[src/design/bba_pkg.sv]
// Shared types and constants for the bitmap block allocator.
package bba_pkg;

    // Width of one word of the used map and of a bit position within it.
    localparam int WORD_W = 32;
    localparam int BIT_W  = 5;
    localparam int LIM_W  = 6;

    // Fixed field widths of the request, result and register.
    localparam int IDX_W   = 10;
    localparam int COUNT_W = 11;
    localparam int KIND_W  = 2;

    // Request codes.
    localparam logic [KIND_W-1:0] KIND_ALLOC = 2'd0;
    localparam logic [KIND_W-1:0] KIND_FREE  = 2'd1;
    localparam logic [KIND_W-1:0] KIND_QUERY = 2'd2;

    // Result of searching one map word for its lowest free bit.
    typedef struct packed {
        logic             found;
        logic [BIT_W-1:0] pos;
        logic             full;
    } find_t;

endpackage

[src/design/bba_ram.sv]
// Generic single-port-write, single-port-read RAM with registered read data.
module bba_ram
    import bba_pkg::*;
#(
    parameter int WIDTH = 32,
    parameter int DEPTH = 32
)
(
    input  logic                                   clk,
    input  logic                                   we,
    input  logic [((DEPTH > 1) ? $clog2(DEPTH) : 1)-1:0] waddr,
    input  logic [WIDTH-1:0]                       wdata,
    input  logic [((DEPTH > 1) ? $clog2(DEPTH) : 1)-1:0] raddr,
    output logic [WIDTH-1:0]                       rdata
);

    logic [WIDTH-1:0] mem [DEPTH];

    // Write port and registered read port.
    always_ff @(posedge clk)
    begin
        if (we)
        begin
            mem[waddr] <= wdata;
        end
        rdata <= mem[raddr];
    end

endmodule

[src/design/bba_find.sv]
// Lowest-free-bit search over one word of the used map.
module bba_find
    import bba_pkg::*;
(
    input  logic [WORD_W-1:0] word,
    input  logic [LIM_W-1:0]  lim,
    output find_t             result
);

    logic [WORD_W-1:0] avail;

    // A bit is a candidate when it is clear and lies below the limit.
    always_comb
    begin
        for (int b = 0; b < WORD_W; b++)
        begin
            avail[b] = !word[b] && (LIM_W'(b) < lim);
        end
    end

    // Priority encoder: the lowest candidate wins.
    always_comb
    begin
        result.found = |avail;
        result.full  = &word;
        result.pos   = '0;
        for (int b = WORD_W - 1; b >= 0; b--)
        begin
            if (avail[b])
            begin
                result.pos = BIT_W'(b);
            end
        end
    end

endmodule

[src/design/bitmap_block_allocator_core.sv]
// Top level of the bitmap first-fit block allocator.
//
// Requests arrive on the input channel (in_valid, in_stall, kind, block_index);
// one result per request leaves on the output channel (out_valid, out_stall,
// status, alloc_index, query_free, free_count). A transfer happens on a rising
// edge with valid high and stall low. The block-count register is written
// through cfg_valid / cfg_ready / cfg_data, which is always ready.
// The used map lives in a RAM of 32-bit words with registered read data.
// A free or query passes through the states EVAL and RESP before the next
// request is accepted; a request rejected on transfer goes straight to RESP.
// An allocate reads the word at a pointer below which every word is full,
// and stays in EVAL, moving on one word for each full word skipped. The
// result is staged and then copied to the output register in RESP, and the
// next request may be accepted while it waits. After reset a clearing pass
// writes every map word with in_stall high. If out_stall holds a result, a
// following request is worked on and then waits until the output register is free.
module bitmap_block_allocator_core
    import bba_pkg::*;
#(
    parameter int MAX_BLOCKS = 1024
)
(
    input  logic               clk,
    input  logic               rst_n,
    input  logic               in_valid,
    output logic               in_stall,
    input  logic [KIND_W-1:0]  kind,
    input  logic [IDX_W-1:0]   block_index,
    output logic               out_valid,
    input  logic               out_stall,
    output logic               status,
    output logic [IDX_W-1:0]   alloc_index,
    output logic               query_free,
    output logic [COUNT_W-1:0] free_count,
    input  logic               cfg_valid,
    output logic               cfg_ready,
    input  logic [COUNT_W-1:0] cfg_data
);

    localparam int WORDS = (MAX_BLOCKS + WORD_W - 1) / WORD_W;
    localparam int AW    = (WORDS > 1) ? $clog2(WORDS) : 1;
    localparam int CNT_W = $clog2(MAX_BLOCKS + 1);
    localparam int CMP_W = (CNT_W > COUNT_W) ? CNT_W : COUNT_W;

    localparam logic [1:0] ST_INIT = 2'd0;
    localparam logic [1:0] ST_IDLE = 2'd1;
    localparam logic [1:0] ST_EVAL = 2'd2;
    localparam logic [1:0] ST_RESP = 2'd3;

    logic [1:0]         state_reg, state_next;
    logic [AW-1:0]      clr_addr_reg, clr_addr_next;
    logic [AW-1:0]      ptr_reg, ptr_next;
    logic [KIND_W-1:0]  kind_reg, kind_next;
    logic [AW-1:0]      word_reg, word_next;
    logic [BIT_W-1:0]   bit_reg, bit_next;
    logic [CNT_W-1:0]   cnt_reg, cnt_next;
    logic [COUNT_W-1:0] total_reg, total_next;
    logic               res_status_reg, res_status_next;
    logic [IDX_W-1:0]   res_alloc_reg, res_alloc_next;
    logic               res_free_reg, res_free_next;
    logic               out_valid_reg, out_valid_next;
    logic               out_status_reg, out_status_next;
    logic [IDX_W-1:0]   out_alloc_reg, out_alloc_next;
    logic               out_bfree_reg, out_bfree_next;
    logic [COUNT_W-1:0] out_fcount_reg, out_fcount_next;

    logic [CMP_W-1:0]  total_ext;
    logic [CMP_W-1:0]  n_ext;
    logic [CNT_W-1:0]  n_eff;
    logic [CNT_W-1:0]  free_cnt;
    logic [CMP_W-1:0]  in_idx_ext;
    logic              in_range;
    logic [AW-1:0]     in_word;
    logic              in_fire;
    logic [CMP_W-1:0]  base;
    logic [CMP_W-1:0]  diff;
    logic [LIM_W-1:0]  lim;
    logic              more;
    find_t             find_res;

    logic              ram_we;
    logic [AW-1:0]     ram_waddr;
    logic [WORD_W-1:0] ram_wdata;
    logic [AW-1:0]     ram_raddr;
    logic [WORD_W-1:0] ram_rdata;

    // Effective block count and free count.
    assign total_ext = CMP_W'(total_reg);
    assign n_ext     = (total_ext > CMP_W'(MAX_BLOCKS)) ? CMP_W'(MAX_BLOCKS) : total_ext;
    assign n_eff     = CNT_W'(n_ext);
    assign free_cnt  = (n_eff > cnt_reg) ? (n_eff - cnt_reg) : '0;

    // Request decoding.
    assign in_idx_ext = CMP_W'(block_index);
    assign in_range   = in_idx_ext < n_ext;
    assign in_word    = AW'(in_idx_ext >> BIT_W);
    assign in_stall   = (state_reg != ST_IDLE);
    assign in_fire    = in_valid && !in_stall;

    // Range of valid bits within the word under the allocation pointer.
    assign base = CMP_W'(ptr_reg) << BIT_W;
    assign diff = (n_ext > base) ? (n_ext - base) : '0;
    assign lim  = (diff >= CMP_W'(WORD_W)) ? LIM_W'(WORD_W) : LIM_W'(diff);
    assign more = diff > CMP_W'(WORD_W);

    bba_find u_find
    (
        .word   (ram_rdata),
        .lim    (lim),
        .result (find_res)
    );

    bba_ram
    #(
        .WIDTH (WORD_W),
        .DEPTH (WORDS)
    )
    u_map
    (
        .clk   (clk),
        .we    (ram_we),
        .waddr (ram_waddr),
        .wdata (ram_wdata),
        .raddr (ram_raddr),
        .rdata (ram_rdata)
    );

    // Map read address: issued on transfer, or the next word while scanning.
    always_comb
    begin
        case (state_reg)
            ST_IDLE:
            begin
                ram_raddr = (kind == KIND_ALLOC) ? ptr_reg : in_word;
            end
            ST_EVAL:
            begin
                ram_raddr = ptr_reg + AW'(1);
            end
            default:
            begin
                ram_raddr = ptr_reg;
            end
        endcase
    end

    // Map write: clearing pass, setting a granted bit or clearing a freed one.
    always_comb
    begin
        ram_we    = 1'b0;
        ram_waddr = ptr_reg;
        ram_wdata = ram_rdata;
        case (state_reg)
            ST_INIT:
            begin
                ram_we    = 1'b1;
                ram_waddr = clr_addr_reg;
                ram_wdata = '0;
            end
            ST_EVAL:
            begin
                if (kind_reg == KIND_ALLOC && find_res.found)
                begin
                    ram_we    = 1'b1;
                    ram_waddr = ptr_reg;
                    ram_wdata = ram_rdata | (WORD_W'(1) << find_res.pos);
                end
                else if (kind_reg == KIND_FREE && ram_rdata[bit_reg])
                begin
                    ram_we    = 1'b1;
                    ram_waddr = word_reg;
                    ram_wdata = ram_rdata & ~(WORD_W'(1) << bit_reg);
                end
            end
            default:
            begin
                ram_we = 1'b0;
            end
        endcase
    end

    // Control sequencer and result staging.
    always_comb
    begin
        state_next      = state_reg;
        clr_addr_next   = clr_addr_reg;
        ptr_next        = ptr_reg;
        kind_next       = kind_reg;
        word_next       = word_reg;
        bit_next        = bit_reg;
        cnt_next        = cnt_reg;
        res_status_next = res_status_reg;
        res_alloc_next  = res_alloc_reg;
        res_free_next   = res_free_reg;
        out_valid_next  = out_valid_reg;
        out_status_next = out_status_reg;
        out_alloc_next  = out_alloc_reg;
        out_bfree_next  = out_bfree_reg;
        out_fcount_next = out_fcount_reg;

        // The output register empties when its transfer completes.
        if (out_valid_reg && !out_stall)
        begin
            out_valid_next = 1'b0;
        end

        case (state_reg)
            ST_INIT:
            begin
                clr_addr_next = clr_addr_reg + AW'(1);
                if (clr_addr_reg == AW'(WORDS - 1))
                begin
                    state_next = ST_IDLE;
                end
            end
            ST_IDLE:
            begin
                if (in_fire)
                begin
                    kind_next       = kind;
                    word_next       = in_word;
                    bit_next        = block_index[BIT_W-1:0];
                    res_status_next = 1'b1;
                    res_alloc_next  = '0;
                    res_free_next   = 1'b0;
                    if (kind == KIND_ALLOC && free_cnt != '0)
                    begin
                        state_next = ST_EVAL;
                    end
                    else if ((kind inside {KIND_FREE, KIND_QUERY}) && in_range)
                    begin
                        state_next = ST_EVAL;
                    end
                    else
                    begin
                        state_next = ST_RESP;
                    end
                end
            end
            ST_EVAL:
            begin
                state_next = ST_RESP;
                case (kind_reg)
                    KIND_ALLOC:
                    begin
                        if (find_res.found)
                        begin
                            res_status_next = 1'b0;
                            res_alloc_next  = IDX_W'(base | CMP_W'(find_res.pos));
                            cnt_next        = cnt_reg + CNT_W'(1);
                        end
                        else if (find_res.full && more)
                        begin
                            // Every bit of this word is used: move on to the next.
                            ptr_next   = ptr_reg + AW'(1);
                            state_next = ST_EVAL;
                        end
                    end
                    KIND_FREE:
                    begin
                        if (ram_rdata[bit_reg])
                        begin
                            res_status_next = 1'b0;
                            if (cnt_reg != '0)
                            begin
                                cnt_next = cnt_reg - CNT_W'(1);
                            end
                            if (word_reg < ptr_reg)
                            begin
                                ptr_next = word_reg;
                            end
                        end
                    end
                    KIND_QUERY:
                    begin
                        res_status_next = 1'b0;
                        res_free_next   = !ram_rdata[bit_reg];
                    end
                    default:
                    begin
                        res_status_next = 1'b1;
                    end
                endcase
            end
            ST_RESP:
            begin
                if (!out_valid_reg || !out_stall)
                begin
                    out_valid_next  = 1'b1;
                    out_status_next = res_status_reg;
                    out_alloc_next  = res_alloc_reg;
                    out_bfree_next  = res_free_reg;
                    out_fcount_next = COUNT_W'(free_cnt);
                    state_next      = ST_IDLE;
                end
            end
            default:
            begin
                state_next = ST_IDLE;
            end
        endcase
    end

    // Configuration register.
    assign cfg_ready  = 1'b1;
    assign total_next = cfg_valid ? cfg_data : total_reg;

    // Control registers.
    always_ff @(posedge clk or negedge rst_n)
    begin
        if (!rst_n)
        begin
            state_reg     <= ST_INIT;
            clr_addr_reg  <= '0;
            ptr_reg       <= '0;
            cnt_reg       <= '0;
            total_reg     <= COUNT_W'(1024);
            out_valid_reg <= 1'b0;
        end
        else
        begin
            state_reg     <= state_next;
            clr_addr_reg  <= clr_addr_next;
            ptr_reg       <= ptr_next;
            cnt_reg       <= cnt_next;
            total_reg     <= total_next;
            out_valid_reg <= out_valid_next;
        end
    end

    // Payload registers.
    always_ff @(posedge clk)
    begin
        kind_reg       <= kind_next;
        word_reg       <= word_next;
        bit_reg        <= bit_next;
        res_status_reg <= res_status_next;
        res_alloc_reg  <= res_alloc_next;
        res_free_reg   <= res_free_next;
        out_status_reg <= out_status_next;
        out_alloc_reg  <= out_alloc_next;
        out_bfree_reg  <= out_bfree_next;
        out_fcount_reg <= out_fcount_next;
    end

    assign out_valid   = out_valid_reg;
    assign status      = out_status_reg;
    assign alloc_index = out_alloc_reg;
    assign query_free  = out_bfree_reg;
    assign free_count  = out_fcount_reg;

endmodule
[config.mk]
export PLATFORM = sky130hd
export DESIGN_NAME = bitmap_block_allocator_core
export DESIGN_NICKNAME = d
export VERILOG_FILES = /design/src/design/bba_pkg.sv /design/src/design/bba_ram.sv /design/src/design/bba_find.sv /design/src/design/bitmap_block_allocator_core.sv
export SDC_FILE = /design/constraint.sdc
export NUM_CORES = 2
export LEC_CHECK = 0
export ABC_CLOCK_PERIOD_IN_PS = 15800
export BUFFER_PORTS_ARGS = -buffer_cell sky130_fd_sc_hd__buf_2
export CAP_MARGIN = 20
export CORE_MARGIN = 5
export CORE_UTILIZATION = 30
export DETAILED_ROUTE_END_ITERATION = 10
export GPL_TIMING_DRIVEN = 0
export PLACE_DENSITY_LB_ADDON = 0.25
export SLEW_MARGIN = 20
export SYNTH_ARGS = -nofsm -noshare
export SYNTH_HDL_FRONTEND = slang
export SYNTH_SLANG_ARGS = --single-unit
export TNS_END_PERCENT = 100
[constraint.sdc]
create_clock -name clk -period 15.8 [get_ports clk]
set_clock_uncertainty 0.2 [all_clocks]
set_input_delay 2.37 -clock clk [delete_from_list [all_inputs] [get_ports clk]]
set_output_delay 2.37 -clock clk [all_outputs]
set_load 0.02 [all_outputs]
==> results.py <==
metrics = {
    "status": {
        "outcome": "finished, final reports clean",
    },
    "logic_synthesis": {
        "synthTopCellsByArea": "edfxtp_1, mux4_2, nand2_1",
        "synth_seq_cells": 1138,
        "syn_avg_cell_area_um2": 16.61,
        "synthMostInstantiatedCell": "edfxtp_1",
        "synth_edf_count": 1071,
        "ys_seq_area_frac": 0.7102,
        "synthFlopType": "edfxtp_1",
        "synth_top_area_frac": 0.6782,
        "yosys-top-cells-count": "edfxtp_1, nand2_1, mux4_2",
        "yosys.area.top_type": "edfxtp_1",
        "synth_cell_type_count": 94,
        "syn_inst": 2855,
        "synth_nets": 2932,
        "yosysWarnings": 0,
        "synth-async-reset-ratio": 0.03076,
        "syn_area_um2": 47420,
    },
    "route": {
        "first_iter_violations": 2663,
        "drc": 0,
        "vias": 27170,
        "drt.antenna.violating_nets": 0,
        "routed_wl_mm": 136.4,
        "wl_per_cell_um": 25.66,
        "drt-pass1-iter-count": 7,
        "drt-vias-per-instance": 5.111,
    },
    "sta": {
        "finalHoldViolations": 0,
        "rsz0062_at_grt": "false",
        "timing.fmax_ghz": 0.1407,
        "hold-worst-slack_ns": 0.2157,
        "tns_ns": 0,
        "worst_slew_pin_slew_ns": 1.138,
        "drv_slew": 0,
        "maxSlewHeadroom": 0.2313,
        "setup_viol": 0,
        "fin_crit_ns": 7.105,
        "post-route-period-util": 0.4497,
        "worst_slack_ns": 8.695,
    },
    "critical_path": {
        "r2r-start": "total_ext[10]",
        "crit_path_cell_trace": "inv_2 -> clkbuf_1 -> nand2_1 -> ha_1 -> inv_1 -> fa_1 -> a211oi_1 -> nor2_1 -> xnor2_1 -> nand4_1 -> o21ai_1 -> o211ai_1 -> nor4_1 -> a31oi_1 -> o21a_1 -> o21ai_2 -> nor4_2 -> buf_4 -> buf_2 -> buf_4 -> buf_2 -> buf_4 -> buf_4",
        "cp-startpoint": "total_ext[10]",
        "crit_type": "reg2reg",
        "crit_path_end": "u_map.mem[22][25]",
        "critPathRequiredTime_ns": 16.07,
        "cpMostUsedCell": "buf_4",
        "start_kind": "register",
        "slowest_delay_ns": 0.63,
        "worstSetupEndpointType": "register",
        "r2r_setup_slack_ns": 8.69,
        "slowest_stage": "dfstp_2",
        "reg2reg_to": "u_map.mem[22][25]",
        "rr_worst_depth": 23,
        "cp.arrival_ns": 7.37,
        "path_max_fanout": 10,
    },
    "cells_and_area": {
        "reg_top3": "u_map.mem (1024), u_map.rdata (32)",
        "area_growth_pct": 18.63,
        "regMostFlops": "u_map.mem",
        "n_fill_cell": 14990,
        "drive_gt1_frac": 0.2245,
        "finalInstanceArea_um2": 56260,
        "largest_reg_flops": 1024,
        "finalCoreUtilization": 0.3564,
        "nets": 3218,
    },
    "clock_tree": {
        "cts_resized": 0,
        "h-tree-depth": 3,
        "cts-root-buf": "clkbuf_16",
        "holdBufCountCts": 0,
        "cts_sinks": 1138,
        "postCtsSetupBuffers": 0,
        "clk_latency_ns": 0.73,
        "clk_pin_slew_ns": 0.06,
        "clock_path_buffers": 3,
        "cts-buffers-inserted": 118,
        "cts_tree": "yes",
    },
    "pwr": {
        "p_per_area_nw_per_um2": 221.4,
        "switching_share": 0.3867,
        "comb_power_share": 0.426,
        "switchingPower_w": 0.004816,
        "ir_worst_vdd_mv": 0.1221,
        "seq_power_share": 0.347,
        "p_leak_nw": 18.62,
        "p_clk_frac": 0.227,
        "p_int_w": 0.007638,
    },
    "placement": {
        "gp_congestion": 0.8907,
        "dp_hpwl_mm": 97.27,
        "dpl_cell_area_um2": 52310,
        "preCtsSetupSlack_ns": 8.515,
        "port_buffers": 52,
    },
    "floorplanning": {
        "dieArea_um2": 166100,
        "die_h_um": 407.6,
        "placementRows": 146,
        "io_pins": 54,
        "die_w_um": 407.6,
        "start_util": 0.3005,
        "core_um2": 157800,
    },
    "grt": {
        "grt_pass1_vias": 27530,
        "antenna_found_initial": 1,
        "grt_pass1_wl_mm": 198.3,
        "grt_max_degree": 36,
        "grt_usage": 0.1612,
        "grt_overflow": 0,
    },
    "min_path": {
        "hold_class": "reg2reg",
    },
    "run": {
        "max_cap_violations": 0,
    },
}
cell usage in the layout (no fill, tap or decap), types with 46 or more instances in the layout:
cell	synthesis	layout
nor2_1	103	77
edfxtp_1	1071	1071
inv_1	53	53
ha_1	46	46
o21ai_0	114	111
clkbuf_1	93	118
clkbuf_16	0	119
buf_2	13	91
nand3_1	179	179
nand2_1	401	401
mux4_2	266	266
stage by stage:
stage / total power [W] / cells
final: 0.01245 / 5316
after global routing: 0.01303 / 5315
after CTS: 0.01253 / 5314
after detailed placement: 0.009690 / 5092
after global placement: 0.009340 / 4979
after floorplan: 0.007344 / 2855
cells by family (layout without fill, tap and decap cells):
family | Yosys count | count (layout) | synth area share
other | 1 | 2 | 0.00007908
DFF | 1138 | 1138 | 0.7102
adders and majority gates | 49 | 49 | 0.01340
xor gates and xnor gates | 21 | 21 | 0.003879
buffers and inverters | 207 | 595 | 0.01720
muxes | 282 | 282 | 0.1300
AOI/OAI and AO/OA | 333 | 333 | 0.04681
and+or+nand+nor | 824 | 824 | 0.07839
cell type report:
cell class | instances | area [um2] | share of cell area
diodes | 1 | 2.502 | 0.00004448
clock buffers | 149 | 3110 | 0.05529
clock inverters | 73 | 814.5 | 0.01448
repair buffers | 166 | 1824 | 0.03243
well taps | 2072 | 2592 | 0.04608
multi-input cells | 1510 | 13410 | 0.2384
flip-flops and latches | 1138 | 33680 | 0.5987
plain buffers | 151 | 613.1 | 0.01090
inverters | 56 | 210.2 | 0.003737
metal layers:
layer  vias to the layer above  track usage  wire [um]
li1                      11890            -          -
met1                     14180       0.2282      60530
met2                       918       0.2569      63060
met3                       181      0.02254       8473
met4                         0      0.05386       4322
met5                         -            0          0
worst min-delay path by stage:
stage,startpoint,to,depth (start not counted)
after floorplan,res_alloc_reg[0],alloc_index[0],0
after global placement,res_alloc_reg[6],alloc_index[6],0
after detailed placement,res_alloc_reg[2],alloc_index[2],0
after CTS,res_alloc_reg[2],alloc_index[2],0
after global routing,res_alloc_reg[2],alloc_index[2],0
final,res_alloc_reg[2],alloc_index[2],0
worst max-delay path: cells and delay by family, from the launching register on:
family | cells | cell delay [ns]
flip-flops | 1 | 0.63
AO/OA/AOI/OAI | 6 | 2.23
adder cells (fa/ha/maj) | 2 | 0.61
XOR/XNOR | 1 | 0.39
AND/OR/NAND/NOR | 5 | 1.34
buffers and inverters | 9 | 1.47
power groups by stage:
| stage | sequential, W | combinational, W | clock, W |
|---|---|---|---|
| floorplan | 0.00432 | 0.00302 | 0 |
| global placement | 0.00446 | 0.00488 | 0 |
| detailed placement | 0.00437 | 0.00532 | 0 |
| CTS | 0.00431 | 0.00533 | 0.00289 |
| global route | 0.00434 | 0.00566 | 0.00303 |
| finish | 0.00432 | 0.00530 | 0.00283 |
No activity file was read; power rests on OpenSTA's default activity.
